### config.mk
export PLATFORM = sky130hd
export DESIGN_NAME = lph_ctrl
export DESIGN_NICKNAME = d
export VERILOG_FILES = /design/src/rtl/lph_pkg.sv /design/src/rtl/lph_ctrl.sv
export SDC_FILE = /design/constraint.sdc
export NUM_CORES = 1
export LEC_CHECK = 0
export BUFFER_PORTS_ARGS = -buffer_cell sky130_fd_sc_hd__buf_2
export CAP_MARGIN = 15
export CELL_PAD_IN_SITES_DETAIL_PLACEMENT = 0
export CELL_PAD_IN_SITES_GLOBAL_PLACEMENT = 1
export CORE_AREA = 5 5 42 44
export CTS_CLUSTER_SIZE = 20
export DETAILED_ROUTE_END_ITERATION = 8
export DIE_AREA = 0 0 47 49
export GPL_TIMING_DRIVEN = 0
export PLACE_DENSITY_LB_ADDON = 0.1
export SETUP_SLACK_MARGIN = 0.2
export SLEW_MARGIN = 20
export SYNTH_ARGS = -nofsm -noshare
export SYNTH_HDL_FRONTEND = slang
export SYNTH_SLANG_ARGS = --single-unit
### constraint.sdc
create_clock -name clk -period 1.4 [get_ports clk]
set_input_delay 0.28 -clock clk [delete_from_list [all_inputs] [get_ports clk]]
set_output_delay 0.28 -clock clk [all_outputs]
set_load 0.03 [all_outputs]
### src/rtl/lph_pkg.sv
// ----------------------------------------------------------------------------
// Linear probe hash map package
// Payload types, operation and status codes, and controller interface types.
// ----------------------------------------------------------------------------
`timescale 1ns / 1ps

package lph_pkg;

    localparam int BUCKETS_DEFAULT     = 256;
    localparam int VALUE_WIDTH_DEFAULT = 32;

    localparam int CMD_WIDTH      = 2;
    localparam int KEY_WIDTH      = 64;
    localparam int DATA_WIDTH     = 32;
    localparam int STATUS_WIDTH   = 2;
    localparam int MAX_USED_WIDTH = 8;
    localparam int USED_WIDTH     = 9;
    localparam int BST_WIDTH      = 2;

    localparam logic [MAX_USED_WIDTH-1:0] MAX_USED_RESET = 8'd179;

    // Operation codes.
    localparam logic [CMD_WIDTH-1:0] CMD_INSERT = 2'd0;
    localparam logic [CMD_WIDTH-1:0] CMD_REMOVE = 2'd1;
    localparam logic [CMD_WIDTH-1:0] CMD_FIND   = 2'd2;

    // Result status codes.
    localparam logic [STATUS_WIDTH-1:0] STATUS_OK      = 2'd0;
    localparam logic [STATUS_WIDTH-1:0] STATUS_MISSING = 2'd1;
    localparam logic [STATUS_WIDTH-1:0] STATUS_FULL    = 2'd2;

    // Bucket states.
    localparam logic [BST_WIDTH-1:0] BST_FREE = 2'd0;
    localparam logic [BST_WIDTH-1:0] BST_USED = 2'd1;
    localparam logic [BST_WIDTH-1:0] BST_TOMB = 2'd2;

    typedef struct packed {
        logic [CMD_WIDTH-1:0]  cmd;
        logic [KEY_WIDTH-1:0]  key;
        logic [DATA_WIDTH-1:0] value;
    } lph_in_t;

    typedef struct packed {
        logic [STATUS_WIDTH-1:0] status;
        logic [DATA_WIDTH-1:0]   found_value;
    } lph_out_t;

    // Commands from the controller to the datapath.
    typedef struct packed {
        logic clear;
        logic load_item;
        logic hash_step;
        logic load_slot;
        logic advance;
        logic finish;
    } lph_cmd_t;

    // Status from the datapath to the controller.
    typedef struct packed {
        logic clear_last;
        logic hash_done;
        logic probe_done;
        logic out_free;
    } lph_status_t;

endpackage

### src/rtl/lph_ctrl.sv
// ----------------------------------------------------------------------------
// Linear probe hash map controller
// Sequences the clearing pass, item capture, hashing and the bucket probe.
// ----------------------------------------------------------------------------
`timescale 1ns / 1ps

module lph_ctrl (
    input  logic                 clk,
    input  logic                 rst_n,
    input  logic                 in_valid,
    output logic                 in_stall,
    input  lph_pkg::lph_status_t stat,
    output lph_pkg::lph_cmd_t    ctl
);

    typedef enum logic [3:0] {
        S_CLEAR = 4'b0001,
        S_IDLE  = 4'b0010,
        S_HASH  = 4'b0100,
        S_PROBE = 4'b1000
    } lph_state_t;

    lph_state_t state_reg;
    lph_state_t state_next;

    always_comb
    begin
        state_next = state_reg;
        ctl        = '0;
        unique case (state_reg)
            S_CLEAR:
            begin
                ctl.clear = 1'b1;
                if (stat.clear_last)
                begin
                    state_next = S_IDLE;
                end
            end
            S_IDLE:
            begin
                if (in_valid)
                begin
                    ctl.load_item = 1'b1;
                    state_next    = S_HASH;
                end
            end
            S_HASH:
            begin
                if (stat.hash_done)
                begin
                    ctl.load_slot = 1'b1;
                    state_next    = S_PROBE;
                end
                else
                begin
                    ctl.hash_step = 1'b1;
                end
            end
            S_PROBE:
            begin
                // A finished item waits here until the result register frees.
                if (stat.probe_done)
                begin
                    if (stat.out_free)
                    begin
                        ctl.finish = 1'b1;
                        state_next = S_IDLE;
                    end
                end
                else
                begin
                    ctl.advance = 1'b1;
                end
            end
            default:
            begin
                state_next = S_CLEAR;
            end
        endcase
    end

    always_ff @(posedge clk or negedge rst_n)
    begin
        if (!rst_n)
        begin
            state_reg <= S_CLEAR;
        end
        else
        begin
            state_reg <= state_next;
        end
    end

    assign in_stall = (state_reg != S_IDLE);

endmodule

==> metrics.md, run 1 <==
| Metric | Value |
|---|---|
| Tmin final | between 1.5 and 2 ns |
| DR WL/cell | between 10 and 15 um |
| RSZ-0062 raised after global routing | true |
| Hold WS | 0.373 ns |
| Yosys top cell by area | dfrtp_1 |
| Fillers | 147 |
| Top-count cell post-synth | nor2_1 |
| Synth top cells by count | nor2_1, nand2_1, dfrtp_1, o21ai_0 |
| Power Density | roughly 1600 mW/mm2 |
| Fin crit share | 112% |
| Hold crit path type | in -> async |
| Syn Inst Count | 32 |
| Run status | complete, but fails checks |
| Die Area | ~0.0023 mm2 |
| Die H | ~49 um |
| Post-synthesis mux area share | 0% |
| Final std cells w/o fill | 73 |
| YS warnings | 0 |
| Die X | 47 um |
| Final Instance Area | around 560 um2 |
| Normalized max-slew margin | just under 80% |
| DRT antenna net count | 0 |
| Core area | between 0.001 and 0.0015 mm2 |
| Worst setup SP type | flip-flop |
| Design Power | 0.888 mW |
| H-tree depth | 1 |
| Final hold violation count | 0 |
| XOR/XNOR Fraction of Synth Area | 0% |
| Layout cells sized above 1 | a little under three quarters |
| Cell variety after synth | 17 |
| Initial Utilization | about a fifth |
| Clk_skew | approximately 0.0014 ns |
| Clock root cell | clkbuf_4 |
| Sequential share of the synthesized area | roughly two fifths |
| Failing checks | negative setup slack |
| Global-route wire length before repair | 1410 um |
| DRC | 0 |
| Top-area cell type share of the netlist area | between 20 and 30% |
| Post-synthesis simple-gate area fraction | 44.1% |
| Max reg flops | 4 |
| Fmax | approximately 640 MHz |
| Flops & latches, synth | 4 |
| Largest net degree at the start of global routing | 9 |
| CP Data Required Time | ~1.1 ns |
| DP Cell Count | between 60 and 70 |
| Max cap viols | 0 |
| Vias in the first global route | 352 |
| Vias after detailed routing | between 300 and 400 |
| GP Congestion | 0.723 |
| DR vias/cell | between 4 and 5 |
| Syn Area/Cell | 8.33 um2 |
| Number of enable flip-flop cells after synthesis | 0 |
| Peak supply drop | approximately 830 uV |
| Adder-Cell Fraction of Synth Area | 0% |
| Area contributors post-synth | dfrtp_1, dfstp_2, nor2_1 |
| GRT Total Usage | under 10% |
| Syn Nets | 39 |
| Slew Limit Fails | 0 |
| IO Pins | 14 |
| FP Rows | 14 |
| DP Wirelength | roughly 600 um |
| CP arrival | ~1.3 ns |
| Static leakage | 0.243 nW |
| Crit path kind | reg -> out |
| Crit Path Max Fanout | 5 |
| Placed cell areas | 400 um2 |
| GRT Residual Overflow | 0 |
| Critical Path End Type | output port |
| Layout area overhead | 108% |
| Synth async-reset ratio | between 90% and 100% |
| Clock Path Buffers | 2 |
| CTS sink count | 4 |
| CTS buffer count | 3 |
| Clock latency at the later pin of the worst-skew pair | roughly 0.24 ns |
| DP Worst Slack | -0.0195 ns |
| First-pass DRT Iterations | 2 |
| Synth Area in Compound Gates | between 10% and 20% |
| Worst slew pin tran | between 0.3 and 0.4 ns |
| Post-Route WL | approximately 800 um |
| Final WS setup | -0.170 ns |
| # port buffers | 13 |
| CTS tree | done |
| Antenna diode count | 0 |
| Initial antenna violation count | 0 |
| Post-Syn Area | 267 um2 |
| Final #Nets | between 60 and 70 |
| # setup viols final | 8 |
| Largest family of logic cells by synthesized area | simple AND/OR/NAND/NOR gates |
| Detailed Route Iter0 Violations | 1 |
| CTS clk-pin slew, worst paths | 0.04 ns |
| Top FF cell, synth | dfrtp_1 |
==> kinds of logic after synthesis <==
| group | Yosys count |
|---|---|
| AND/OR/NAND/NOR | 21 |
| flip-flops | 4 |
| AO/OA/AOI/OAI | 7 |
==> per-layer routing <==
metal  global-route usage, %  part of all wire [%]  wire (um)
met5                       0                     0          0
met4                    4.15                     0          0
met3                    7.01                    11         89
met2                    10.9                    43        351
met1                    10.4                    46        381
==> final cells by class <==
class | count | area, um2 | share of cell area (%)
multi-input combinational | 28 | 240 | 43.2
timing repair buffer | 21 | 164 | 29.5
sequential | 4 | 105 | 18.9
clock buffer | 4 | 26.3 | 4.73
tap | 16 | 20.0 | 3.60
==> where the power goes <==
group / switching, mW / internal (mW)
combinational: 0.211 / 0.284
sequential: 0.0721 / 0.163
clock: 0.0517 / 0.107
==> worst max-delay path, cell delays in order (launching register included) <==
cell,delay [ns]
dfstp_2,0.57
and2b_4,0.21
and3_4,0.14
buf_6,0.13
==> repair_timing <==
action	4_1_cts	5_1_grt
gates resized for setup	17	6
buffers inserted	6	1
endpoints found under the hold margin	3	0
hold buffers	1	0
endpoints found under the setup margin	9	9
pin swaps	0	2
==> path summary, 6_finish.rpt <==
path | cells past startpoint | slack, ns | from | to
setup / recovery | 3 | -0.17 | state_reg[0]$_DFFE_PN1P_ | ctl[4]
hold / removal | 2 | 0.37 | rst_n | state_reg[1]$_DFFE_PN0P_
setup reg to reg | 5 | -0.05 | state_reg[0]$_DFFE_PN1P_ | state_reg[0]$_DFFE_PN1P_
hold reg to reg | 1 | 0.56 | state_reg[3]$_DFFE_PN0P_ | state_reg[2]$_DFFE_PN0P_
max in group asynchronous | 2 | 0.83 | rst_n | state_reg[0]$_DFFE_PN1P_
min in group clk | 3 | 0.41 | stat[0] | state_reg[1]$_DFFE_PN0P_
==> through the flow <==
step           TNS [ns]  utilization, %
6_report         -0.828            39.6
5_1_grt           -1.33            39.6
4_1_cts          -0.868            37.9
3_5_place_dp    -0.0238            28.6
3_3_place_gp          0            28.6
2_1_floorplan         0               -
==> cell usage in the layout, fill, tap and decap left out, types with 2 or more instances in the layout <==
master / instances
dfrtp_2: 3
buf_2: 6
buf_4: 9
nor2b_4: 2
o21ai_1: 2
nor2_4: 3
buf_6: 5
nand2_1: 2
nor3_1: 2
nand2_2: 2
clkbuf_4: 3
nor2_1: 2
No activity file was read; power rests on OpenSTA's default activity.
==> inputs of run 2 (changes only) <==
--- a/config.mk
+++ b/config.mk
@@ -16,6 +16,7 @@
 export GPL_TIMING_DRIVEN = 0
 export PLACE_DENSITY_LB_ADDON = 0.1
 export SETUP_SLACK_MARGIN = 0.2
+export SKIP_CTS_REPAIR_TIMING = 1
 export SLEW_MARGIN = 20
 export SYNTH_ARGS = -nofsm -noshare
 export SYNTH_HDL_FRONTEND = slang
==> run 2 against run 1 <==
Net effect:
- sequential cell count did not move
- clock power barely moved
- largest cell class unchanged
- the flow still finishes with violations (negative setup slack)
- critical endpoint unchanged
- non-clock buffer count fell by 4
- global-route usage fell by 0.85 points
==> metrics.md, run 2 (same netlist as run 1, synthesis figures left out) <==
| Metric | Value |
|---|---|
| Run status | complete, but fails checks |
| Failing checks | negative setup slack |
| Final setup TNS | -0.903 ns (-0.0754 ns) |
| Static leakage | 0.220 nW (-9.4%) |
| R2R Setup Slk | 0.20 ns (+0.25 ns) |
| Clock Path Buffers | 2 (unchanged) |
| Clock latency at the later pin of the worst-skew pair | 0.24 ns (about the same) |
| Die H | 49 um (unchanged) |
| Slew Limit Fails | 0 (unchanged) |
| Max cap viols | 0 (unchanged) |
| CP Data Required Time | 1.12 ns (about the same) |
| Largest net degree at the start of global routing | 10 (+1) |
| Global-route wire length before repair | 1230 um (-13%) |
| Die Area | 0.00230 mm2 (unchanged) |
| GRT Total Usage | 7.83% (-0.85 points) |
| # port buffers | 13 (unchanged) |
| Worst setup SP type | flip-flop |
| Hold WS | 0.375 ns (+0.00165 ns) |
| Placed cell areas | 400 um2 (unchanged) |
| Fin crit share | 114% (+1.8 points) |
| Peak supply drop | 815 uV (-2.1%) |
| DP Wirelength | 598 um (unchanged) |
| Highest-delay cell along the critical path | dfstp_2 |
| # setup viols final | 7 (-1) |
| Antenna diode count | 0 (unchanged) |
| First-pass DRT Iterations | 1 (-1) |
| Reg2reg path depth | 3 (-2) |
| H-tree depth | 1 (unchanged) |
| Metal-1 WL | 357 um (-6.3%) |
| Final hold violation count | 0 (unchanged) |
| Core area | 0.00140 mm2 (unchanged) |
| CTS sink count | 4 (unchanged) |
| Fmax | 627 MHz (-1.6%) |
| FP Rows | 14 (unchanged) |
| GRT Residual Overflow | 0 (unchanged) |
| WL met3 | 90 um (+1.1%) |
| Final Instance Area | 510 um2 (-8.1%) |
| CTS clk-pin slew, worst paths | 0.04 ns (about the same) |
| Reg-to-Reg End | state_reg[0]$_DFFE_PN1P_ |
| Detailed Route Iter0 Violations | 0 (-1) |
| Die X | 47 um (unchanged) |
| Crit Path Max Fanout | 7 (+2) |
| Layout cells sized above 1 | 67.9% (-4.0 points) |
| Power Density | 1620 mW/mm2 (+1.6%) |
| Initial Utilization | 19.0% (unchanged) |
| Tmin final | 1.59 ns (+0.0247 ns) |
| CP cell instances | and2b_4 -> and3_4 -> buf_6 |
| DRT antenna net count | 0 (unchanged) |
| Post-Route WL | 781 um (-5.1%) |
| DR vias/cell | 4.52 (-0.58%) |
| CTS buffer count | 3 (unchanged) |
| Fillers | 155 (+5.4%) |
| Clk_skew | 0.000690 ns (-0.000715 ns) |
| Commonest non-fill, non-tap cells in the layout | buf_2, buf_6 |
| Met2 WL | 333 um (-5.1%) |
| Worst slew pin tran | 0.199 ns (-0.117 ns) |
| DP Cell Count | 61 (unchanged) |
| Initial antenna violation count | 0 (unchanged) |
| Max reg flops | 4 (unchanged) |
| CTS tree | done |
| Final WS setup | -0.194 ns (-0.0247 ns) |
| DRC | 0 (unchanged) |
| Reg2reg start | state_reg[0]$_DFFE_PN1P_ |
| DR WL/cell | 11.3 um (+0.40%) |
| Design Power | 0.829 mW (-6.6%) |
| RSZ-0062 raised after global routing | true |
| Layout area overhead | 91.5% |
| Normalized max-slew margin | 86.6% (+7.9 points) |
| Crit path kind | reg -> out |
| GP Congestion | 0.723 (unchanged) |
| Vias after detailed routing | 312 (-6.0%) |
| Max incr delay on CP | 0.59 ns (+0.02 ns) |
| CP arrival | 1.31 ns (+0.02 ns) |
| Final std cells w/o fill | 69 (-5.5%) |
| IO Pins | 14 (unchanged) |
| Clock root cell | clkbuf_4 |
| Max layer used | met3 |
| Critical Path End Type | output port |
| Vias in the first global route | 292 (-17%) |
| Most common cell after layout, fill and taps aside | buf_2 |
| Final #Nets | 61 (-6.2%) |
| Hold crit path type | in -> async |
==> run 2: changes by cell type in the layout (fill, tap and decap cells not counted) <==
cell	before	now
and3b_1	1	2
and3b_2	1	0
buf_2	6	8
buf_4	9	3
o21ai_0	1	3
o21ai_1	2	0
o31ai_2	0	1
o31ai_4	1	0
==> run 2: how the worst max path moves through the flow <==
stage / startpoint / endpoint / cells past startpoint
6_report: state_reg[0]$_DFFE_PN1P_ / ctl[4] / 3
5_1_grt: state_reg[0]$_DFFE_PN1P_ / ctl[4] / 3
4_1_cts: state_reg[1]$_DFFE_PN0P_ / ctl[0] / 4
3_5_place_dp: state_reg[1]$_DFFE_PN0P_ / ctl[0] / 4
3_3_place_gp: state_reg[2]$_DFFE_PN0P_ / ctl[3] / 4
2_1_floorplan: state_reg[0]$_DFFE_PN1P_ / ctl[5] / 1
==> run 2: cell type report <==
class                           instances  area, um2  area share, %
Timing Repair Buffer                   17        129           25.2
Tap cell                               16       20.0           3.92
Clock buffer                            4       26.3           5.15
Sequential cell                         4        105           20.6
Multi-Input combinational cell         28        230           45.1
==> run 2: power breakdown <==
group | total, mW | switching (mW) | internal (mW) | leakage (nW)
combinational | 0.437 | 0.197 | 0.240 | 0.159
sequential | 0.232 | 0.0695 | 0.163 | 0.0465
clock | 0.159 | 0.0521 | 0.107 | 0.0150
total | 0.829 | 0.319 | 0.510 | 0.220
==> run 2: metal layers <==
| metal | track usage, % | up-vias |
|---|---|---|
| li1 | - | 160 |
| met1 | 9.71 | 138 |
| met2 | 9.50 | 14 |
| met3 | 7.01 | 0 |
| met4 | 2.76 | 0 |
| met5 | 0 | - |
==> run 2: through the flow <==
stage | util, % | setup slack, ns
after detailed placement | 28.6 | -0.0195
after CTS | 30.4 | -0.283
after floorplan | - | 0.143
final | 36.4 | -0.194
after global placement | 28.6 | 0.000251
after global routing | 36.4 | -0.244
==> run 2: critical path, delay by kind of cell (launching register included) <==
kind,cells,cell delay [ns]
buf+inv,1,0.13
flops,1,0.59
simple gates,2,0.36
